==> config.mk <==
export PLATFORM = sky130hd
export DESIGN_NAME = drfl_ram
export DESIGN_NICKNAME = d
export VERILOG_FILES = /design/src/rtl/core/drfl_ram.sv
export SDC_FILE = /design/constraint.sdc
export NUM_CORES = 1
export LEC_CHECK = 0
export BUFFER_PORTS_ARGS = -buffer_cell sky130_fd_sc_hd__buf_4
export CORE_ASPECT_RATIO = 0.7
export CORE_MARGIN = 2
export CORE_UTILIZATION = 25
export CTS_CLUSTER_DIAMETER = 50
export DETAILED_ROUTE_END_ITERATION = 12
export GPL_TIMING_DRIVEN = 0
export PLACE_DENSITY = 0.47
export SETUP_SLACK_MARGIN = 0.02
export SLEW_MARGIN = 20
export SYNTH_ARGS = -nofsm -noshare
export SYNTH_HDL_FRONTEND = slang
export SYNTH_SLANG_ARGS = --single-unit
==> constraint.sdc <==
create_clock -name clk -period 2.59 [get_ports clk]
set_input_delay 0.1295 -clock clk [delete_from_list [all_inputs] [get_ports clk]]
set_output_delay 0.1295 -clock clk [all_outputs]
set_load 0.1 [all_outputs]
==> src/rtl/core/drfl_ram.sv <==
// Generic single-write, single-read RAM with registered read data.
module drfl_ram #(
    parameter int WIDTH = 8,
    parameter int DEPTH = 16
) (
    input  logic                     clk,
    input  logic                     we,
    input  logic [$clog2(DEPTH)-1:0] waddr,
    input  logic [WIDTH-1:0]         wdata,
    input  logic [$clog2(DEPTH)-1:0] raddr,
    output logic [WIDTH-1:0]         rdata
);

    logic [WIDTH-1:0] mem [DEPTH];

    always_ff @(posedge clk)
    begin
        if (we)
        begin
            mem[waddr] <= wdata;
        end
        rdata <= mem[raddr];
    end

endmodule

==> reports/summary.log, run 1 <==
INFO  outcome        status=completed
INFO  die            floorplan.initialDensity=25.7%
INFO  sta            max_clock_freq=676MHz
INFO  routing        final_antenna_net_count=0
INFO  global_routing grt_start_max_net_pins=17
INFO  hold_path      worstHoldEndpoint=mem[12][5]
INFO  synthesis      seq_area_frac_synth=77.8%
INFO  clock_tree     cts-root-to-sink-buffers=2
INFO  worst_setup_path crit_family=simple AND/OR/NAND/NOR gates
INFO  power_and_ir_drop power_frac_clock=43.6%
INFO  clock_tree     cts-htree-levels=4
INFO  worst_setup_path setup.worst_path.start_class=input port
INFO  power_and_ir_drop switching_portion_of_total_power=23.0%
INFO  power_and_ir_drop power.sequential.fraction=49.0%
INFO  synthesis      proportion_of_netlist_area_held_by_the_largest_area_contributor=74.7%
INFO  worst_setup_path timing.setup.critical_path_class=in -> reg
INFO  place          port_buffers=24
INFO  place          gp_congestion=0.685
INFO  die            coreArea=20000µm²
INFO  power_and_ir_drop cell_internal_pwr=0.00389W
INFO  routing        vias=2375
INFO  power_and_ir_drop power.density_cell_area=811nW/µm²
INFO  worst_setup_path critPathCaptureType=flip-flop
INFO  routing        routed_wirelength=11500µm
INFO  die            num_rows=43
INFO  clock_tree     cts_made_buffers=17
INFO  place          dp.cells=523
INFO  power_and_ir_drop power.net_switching=0.00116W
INFO  die            dieArea=21800µm²
INFO  sta            tightestPinTransition=0.916ns
INFO  global_routing grt_usage=11.1%
INFO  clock_tree     clock_sinks=136
INFO  routing        number_of_design_rule_violations_left_after_detail_routing=0
INFO  power_and_ir_drop peak_supply_drop=0.336mV
INFO  clock_tree     clk_pin_slew=0.06ns
INFO  sta            rsz0062_at_grt=no
INFO  finish         total_non_filler_cell_area_in_the_finished_layout=6220µm²
INFO  worst_setup_path slowest_stage=sky130_fd_sc_hd__nor2_1
INFO  clock_tree     insertion_delay=0.41ns
INFO  worst_setup_path list_of_cells_traversed_by_the_critical_path=buf_4 > or3b_2 > nor2_1
INFO  synthesis      synth.yosys.warnings=0
INFO  synthesis      avgSynthCellArea=22.5µm²
INFO  power_and_ir_drop comb_pwr_share=7.4%
INFO  sta            maxSlewViolCount=0
INFO  synthesis      ys_seq_elements=136
INFO  sta            worst_slew_margin_rel=38.7%
INFO  clock_tree     post-cts-setup-buffer-count=0
INFO  sta            hold_viol=0
INFO  die            fp.dieH=124µm
INFO  clock_tree     tritoncts_clock_tree=yes
INFO  sta            finalSetupViolCount=0
INFO  worst_setup_path critical_path_peak_fanout=8
INFO  worst_setup_path timing.reg2reg.worst_path_depth=3
INFO  synthesis      synthesis.area=5150µm²
INFO  finish         synthToLayoutAreaGrowth=20.9%
INFO  worst_setup_path r2r_end=rdata[6]
INFO  job            cap_viol_max_count=0
INFO  routing        1st_iter_drt_viols=208
INFO  sta            clock_skew=0.0107ns
INFO  worst_setup_path buf_inv_stages_crit_path=1
INFO  clock_tree     post_cts.resized_instances=0
INFO  sta            fin_setup_tns=0ns
INFO  routing        dr.pass1.iters=4
INFO  worst_setup_path r2r_start=mem[14][6]
INFO  hold_path      timing.hold.worst.class=in -> reg
INFO  global_routing antenna_violations_before_repair=0
INFO  finish         final_core_utilization=31.1%
INFO  die            boundaryPins=26
INFO  hold_path      holdCritStartpoint=wdata[5]
INFO  worst_setup_path regToRegSetupSlack=1.18ns
INFO  sta            timing.final.crit_share=57.2%
INFO  die            die_width=176µm
INFO  routing        drt-vias-per-instance=4.28
INFO  clock_tree     hold_buffers_post_cts=0
INFO  place          placed_area=5690µm²
INFO  finish         num-nets-final=290
INFO  place          hpwlAfterDp=7520µm
INFO  global_routing grt_pass1_wl=16600µm
INFO  synthesis      synthesis.nets=247
INFO  power_and_ir_drop total_leakage_power=2.02nW
INFO  synthesis      synth.largest_area_cell=sky130_fd_sc_hd__edfxtp_1
INFO  routing        routedWlPerCell=20.7µm
INFO  finish         layout.cells.non_filler=555
INFO  hold_path      hold_path_depth=1
INFO  global_routing grt_pass1_vias=2453
INFO  worst_setup_path worstPathRequired=2.62ns
INFO  power_and_ir_drop design_power_total=0.00504W
INFO  worst_setup_path worstPathArrival=1.51ns
INFO  finish         antennaDiodeCount=0
INFO  sta            layout_min_cycle_time=1.48ns
INFO  synthesis      biggest_area_contributors_in_the_synthesized_netlist=sky130_fd_sc_hd__edfxtp_1, sky130_fd_sc_hd__mux4_2, sky130_fd_sc_hd__mux4_1, sky130_fd_sc_hd__dfxtp_1, sky130_fd_sc_hd__a22oi_1
INFO  synthesis      syn_inst=229
INFO  finish         post_route_cells_drive_above_1_share=29.5%
INFO  global_routing remaining_global_route_overflow=0
INFO  clock_tree     ctsRootBufferMaster=sky130_fd_sc_hd__clkbuf_16
INFO  worst_setup_path timing.critical_path.slowest_cell_delay=0.72ns
INFO  synthesis      yosys.cell_types.count=19
cell usage after synthesis:
library cell	n
sky130_fd_sc_hd__edfxtp_1	128
sky130_fd_sc_hd__mux4_2	18
sky130_fd_sc_hd__a22oi_1	16
sky130_fd_sc_hd__mux4_1	14
sky130_fd_sc_hd__nor2_1	13
sky130_fd_sc_hd__nand2_1	9
sky130_fd_sc_hd__dfxtp_1	8
sky130_fd_sc_hd__nor3_1	4
sky130_fd_sc_hd__buf_2	3
sky130_fd_sc_hd__buf_6	3
sky130_fd_sc_hd__clkdlybuf4s25_2	3
sky130_fd_sc_hd__nand2b_1	2
sky130_fd_sc_hd__nand3b_1	2
sky130_fd_sc_hd__and2_1	1
sky130_fd_sc_hd__and2b_1	1
sky130_fd_sc_hd__buf_4	1
sky130_fd_sc_hd__nand3_1	1
sky130_fd_sc_hd__nor2b_1	1
sky130_fd_sc_hd__or3b_2	1
worst max path at each step:
stage,start,end,slack [ns],depth (start not counted)
finish,waddr[2],mem[3][5],1.11,3
global route,waddr[2],mem[1][5],1.04,3
CTS,waddr[2],mem[3][5],1.10,3
detailed placement,waddr[2],mem[3][3],0.67,3
global placement,waddr[2],mem[0][3],0.32,3
floorplan,waddr[2],mem[0][0],0.97,2
routing by layer:
layer / routed length [µm] / track usage [%] / vias up
met5: 0 / 0 / -
met4: 53 / 3.10 / 0
met3: 430 / 3.17 / 6
met2: 4970 / 15.9 / 35
met1: 6020 / 16.4 / 1273
li1: - / - / 1061
stage by stage:
stage	hold WS, ns	setup slack, ns
floorplan	0.228	0.968
global placement	0.465	0.322
detailed placement	0.485	0.674
CTS	0.0563	1.10
global route	0.0616	1.04
finish	0.0568	1.11
cell families after synthesis:
logic type,Yosys count,share of synthesized area [%]
AND/OR/NAND/NOR,35,3.18
flip-flops,136,77.8
AO/OA/AOI/OAI,16,2.33
buffers and inverters,10,1.68
multiplexers,32,15.0
area by class of cell:
class / count / area (µm²)
fillers: 1949 / 13800
flip-flops and latches: 136 / 4000
multi-input cells: 83 / 1080
clock buffers: 19 / 433
well taps: 270 / 338
repair buffers: 24 / 180
clock inverters: 13 / 105
plain buffers: 10 / 86.3
cell usage in the layout (no fill, tap or decap), types with 3 or more instances in the layout:
cell / instances
sky130_fd_sc_hd__a22oi_1: 16
sky130_fd_sc_hd__buf_2: 3
sky130_fd_sc_hd__buf_4: 25
sky130_fd_sc_hd__buf_6: 3
sky130_fd_sc_hd__clkbuf_16: 17
sky130_fd_sc_hd__clkdlybuf4s25_2: 3
sky130_fd_sc_hd__clkinv_1: 3
sky130_fd_sc_hd__clkinv_2: 3
sky130_fd_sc_hd__clkinvlp_4: 3
sky130_fd_sc_hd__dfxtp_1: 8
sky130_fd_sc_hd__edfxtp_1: 128
sky130_fd_sc_hd__mux4_1: 14
sky130_fd_sc_hd__mux4_2: 18
sky130_fd_sc_hd__nand2_1: 9
sky130_fd_sc_hd__nor2_1: 13
sky130_fd_sc_hd__nor3_2: 4
power groups by stage:
| stage | Sequential [W] | Combinational [W] | Clock (W) |
|---|---|---|---|
| 6_report | 0.00247 | 0.000373 | 0.00220 |
| 5_1_grt | 0.00248 | 0.000392 | 0.00234 |
| 4_1_cts | 0.00247 | 0.000376 | 0.00223 |
| 3_5_place_dp | 0.00252 | 0.000376 | 0 |
| 3_3_place_gp | 0.00252 | 0.000371 | 0 |
| 2_1_floorplan | 0.00262 | 0.000125 | 0 |
registers in the layout, summed over array words and instances (netlist names):
name,cells
mem,128
rdata,8
Power figures use the tool's default switching activity.
==> run 2: changes to the inputs <==
==> constraint.sdc (replaced) <==
create_clock -name clk -period 1.5 [get_ports clk]
set_input_delay 0.075 -clock clk [delete_from_list [all_inputs] [get_ports clk]]
set_output_delay 0.075 -clock clk [all_outputs]
set_load 0.1 [all_outputs]
==> run 2 against run 1 <==
- cell count did not move
- critical path type is now reg -> reg
- die area did not move
- largest power group unchanged
- setup slack got worse by 1.0 ns
==> reports/summary.log, run 2 (same netlist as run 1, synthesis figures left out) <==
INFO  finish         num-nets-final=290 [unchanged]
INFO  power_and_ir_drop power.density_cell_area=1430nW/µm² [+77%]
INFO  outcome        status=completed
INFO  die            num_rows=43 [unchanged]
INFO  die            dieArea=21800µm² [unchanged]
INFO  hold_path      timing.hold.worst.class=in -> reg
INFO  clock_tree     post-cts-setup-buffer-count=0 [unchanged]
INFO  hold_path      worstHoldEndpoint=mem[15][0]
INFO  place          gp_congestion=0.690 [+0.69%]
INFO  place          placed_area=5690µm² [unchanged]
INFO  die            die_width=176µm [unchanged]
INFO  global_routing grt_start_max_net_pins=17 [unchanged]
INFO  routing        vias=2371 [-0.17%]
INFO  global_routing grt_pass1_vias=2437 [-0.65%]
INFO  routing        drt-vias-per-instance=4.27 [-0.17%]
INFO  clock_tree     cts_made_buffers=17 [unchanged]
INFO  hold_path      hold_path_depth=1 [unchanged]
INFO  clock_tree     clock_sinks=136 [unchanged]
INFO  worst_setup_path worstPathArrival=1.67ns [+0.16 ns]
INFO  place          pre_cts_slack=-0.390ns [-1.06 ns]
INFO  finish         fillCellCount=1930 [-0.97%]
INFO  finish         total_non_filler_cell_area_in_the_finished_layout=6270µm² [+0.78%]
INFO  routing        routed_wirelength=11200µm [-2.5%]
INFO  power_and_ir_drop total_leakage_power=2.04nW [+1.3%]
INFO  routing        dr.pass1.iters=4 [unchanged]
INFO  worst_setup_path r2r_start=mem[15][6]
INFO  worst_setup_path critical_path_peak_fanout=1 [-7]
INFO  die            boundaryPins=26 [unchanged]
INFO  sta            worst_slew_margin_rel=41.7% [+3.0 points]
INFO  finish         layout.cells.non_filler=555 [unchanged]
INFO  sta            rsz0062_at_grt=no
INFO  sta            hold_viol=0 [unchanged]
INFO  finish         layout.cells.most_common=sky130_fd_sc_hd__edfxtp_1
INFO  clock_tree     ctsRootBufferMaster=sky130_fd_sc_hd__clkbuf_16
INFO  sta            finalSetupViolCount=0 [unchanged]
INFO  routing        number_of_design_rule_violations_left_after_detail_routing=0 [unchanged]
INFO  die            fp.dieH=124µm [unchanged]
INFO  die            floorplan.initialDensity=25.7% [unchanged]
INFO  finish         post_route_cells_drive_above_1_share=30.5% [+1.1 points]
INFO  sta            maxSlewViolCount=0 [unchanged]
INFO  clock_tree     cts-htree-levels=4 [unchanged]
INFO  clock_tree     tritoncts_clock_tree=yes
INFO  place          port_buffers=24 [unchanged]
INFO  global_routing grt_pass1_wl=15800µm [-4.9%]
INFO  worst_setup_path worstPathRequired=1.77ns [-0.85 ns]
INFO  job            cap_viol_max_count=0 [unchanged]
INFO  die            coreArea=20000µm² [unchanged]
INFO  worst_setup_path timing.reg2reg.worst_path_depth=3 [unchanged]
INFO  clock_tree     clk_pin_slew=0.06ns [about the same]
INFO  finish         synthToLayoutAreaGrowth=21.9%
INFO  worst_setup_path setup.worst_path.start_class=flip-flop
INFO  place          hpwlAfterDp=7310µm [-2.7%]
INFO  place          dp.cells=523 [unchanged]
INFO  power_and_ir_drop peak_supply_drop=0.587mV [+75%]
INFO  worst_setup_path timing.setup.critical_path_class=reg -> reg
INFO  worst_setup_path regToRegSetupSlack=0.09ns [-1.09 ns]
INFO  finish         largestRegisters=mem: 128 flops, rdata: 8 flops
INFO  routing        1st_iter_drt_viols=180 [-13%]
INFO  finish         sequential_cell_area=4000µm² [unchanged]
INFO  finish         largest_register_ffs=128 [unchanged]
INFO  finish         commonest_cells_after_routing_fill_and_taps_aside=sky130_fd_sc_hd__edfxtp_1, sky130_fd_sc_hd__buf_4, sky130_fd_sc_hd__mux4_2
INFO  sta            worst_slack=0.0933ns [-1.02 ns]
INFO  global_routing grt_usage=10.6% [-0.45 points]
INFO  worst_setup_path critPathCaptureType=flip-flop
INFO  worst_setup_path setup.worst_path.start=mem[15][6]
INFO  worst_setup_path r2r_end=rdata[6]
INFO  sta            tightestPinTransition=0.871ns [-0.0451 ns]
INFO  finish         multiInputGateArea=1080µm² [+0.23%]
INFO  sta            layout_min_cycle_time=1.41ns
INFO  clock_tree     cts-root-to-sink-buffers=2 [unchanged]
INFO  routing        routedWlPerCell=20.2µm [-2.5%]
INFO  clock_tree     insertion_delay=0.40ns [about the same]
INFO  routing        final_antenna_net_count=0 [unchanged]
INFO  sta            timing.final.crit_share=93.8%
INFO  global_routing antenna_violations_before_repair=0 [unchanged]
INFO  global_routing remaining_global_route_overflow=0 [unchanged]
INFO  sta            clock_skew=0.00730ns [-0.00342 ns]
INFO  finish         regMostFlops=mem
INFO  hold_path      holdCritStartpoint=wdata[0]
INFO  finish         antennaDiodeCount=0 [unchanged]
INFO  sta            max_clock_freq=711MHz
INFO  sta            fin_setup_tns=0ns [unchanged]
run 2: worst max-delay path by stage:
stage / to / slack, ns / depth (start not counted)
after CTS: mem[2][5] / 0.03 / 3
final: rdata[6] / 0.09 / 3
after global routing: mem[0][5] / 0.05 / 3
after detailed placement: mem[2][2] / -0.39 / 3
after global placement: mem[4][0] / -0.45 / 3
after floorplan: mem[3][0] / 0.16 / 2
run 2: stage by stage:
| step | total power, W | hold WS [ns] | util, % |
|---|---|---|---|
| finish | 0.00897 | 0.0108 | 31.3 |
| global route | 0.00924 | 0.0139 | 31.3 |
| CTS | 0.00908 | 0.00377 | 31.3 |
| detailed placement | 0.00499 | 0.432 | 28.4 |
| global placement | 0.00498 | 0.416 | 28.3 |
| floorplan | 0.00475 | 0.174 | - |
run 2: worst max-delay path, cell delays in order, from the launching register on:
cell	delay, ns
sky130_fd_sc_hd__edfxtp_1	0.35
sky130_fd_sc_hd__mux4_2	0.54
sky130_fd_sc_hd__a22oi_1	0.23
sky130_fd_sc_hd__nand2_1	0.15
run 2: layout make-up:
class | instances | share of cell area [%]
multi-input combinational | 83 | 17.2
timing repair buffer | 24 | 2.87
tap | 270 | 5.39
buffer | 10 | 1.38
sequential | 136 | 63.8
clock inverter | 11 | 1.97
clock buffer | 21 | 7.34
run 2: report_power, final:
| part | switching [W] | internal [W] | total (W) | leakage, nW |
|---|---|---|---|---|
| clock network | 0.00153 | 0.00254 | 0.00407 | 0.281 |
| logic | 0.000443 | 0.000198 | 0.000640 | 0.539 |
| registers | 0.0000188 | 0.00425 | 0.00427 | 1.22 |
| total | 0.00199 | 0.00699 | 0.00897 | 2.04 |
run 2: timing repair:
item | 4_1_cts | 5_1_grt
endpoints found under the setup margin | 0 | 8
gates resized for setup | 0 | 1
hold buffers | 0 | 0
run 2: metal layers:
metal / global-route usage (%) / vias to the layer above / wire length (µm)
met4: 3.41 / 0 / 26
met5: 0 / - / 0
met2: 15.5 / 64 / 5100
li1: - / 1060 / -
met3: 2.63 / 2 / 726
met1: 15.6 / 1245 / 5340
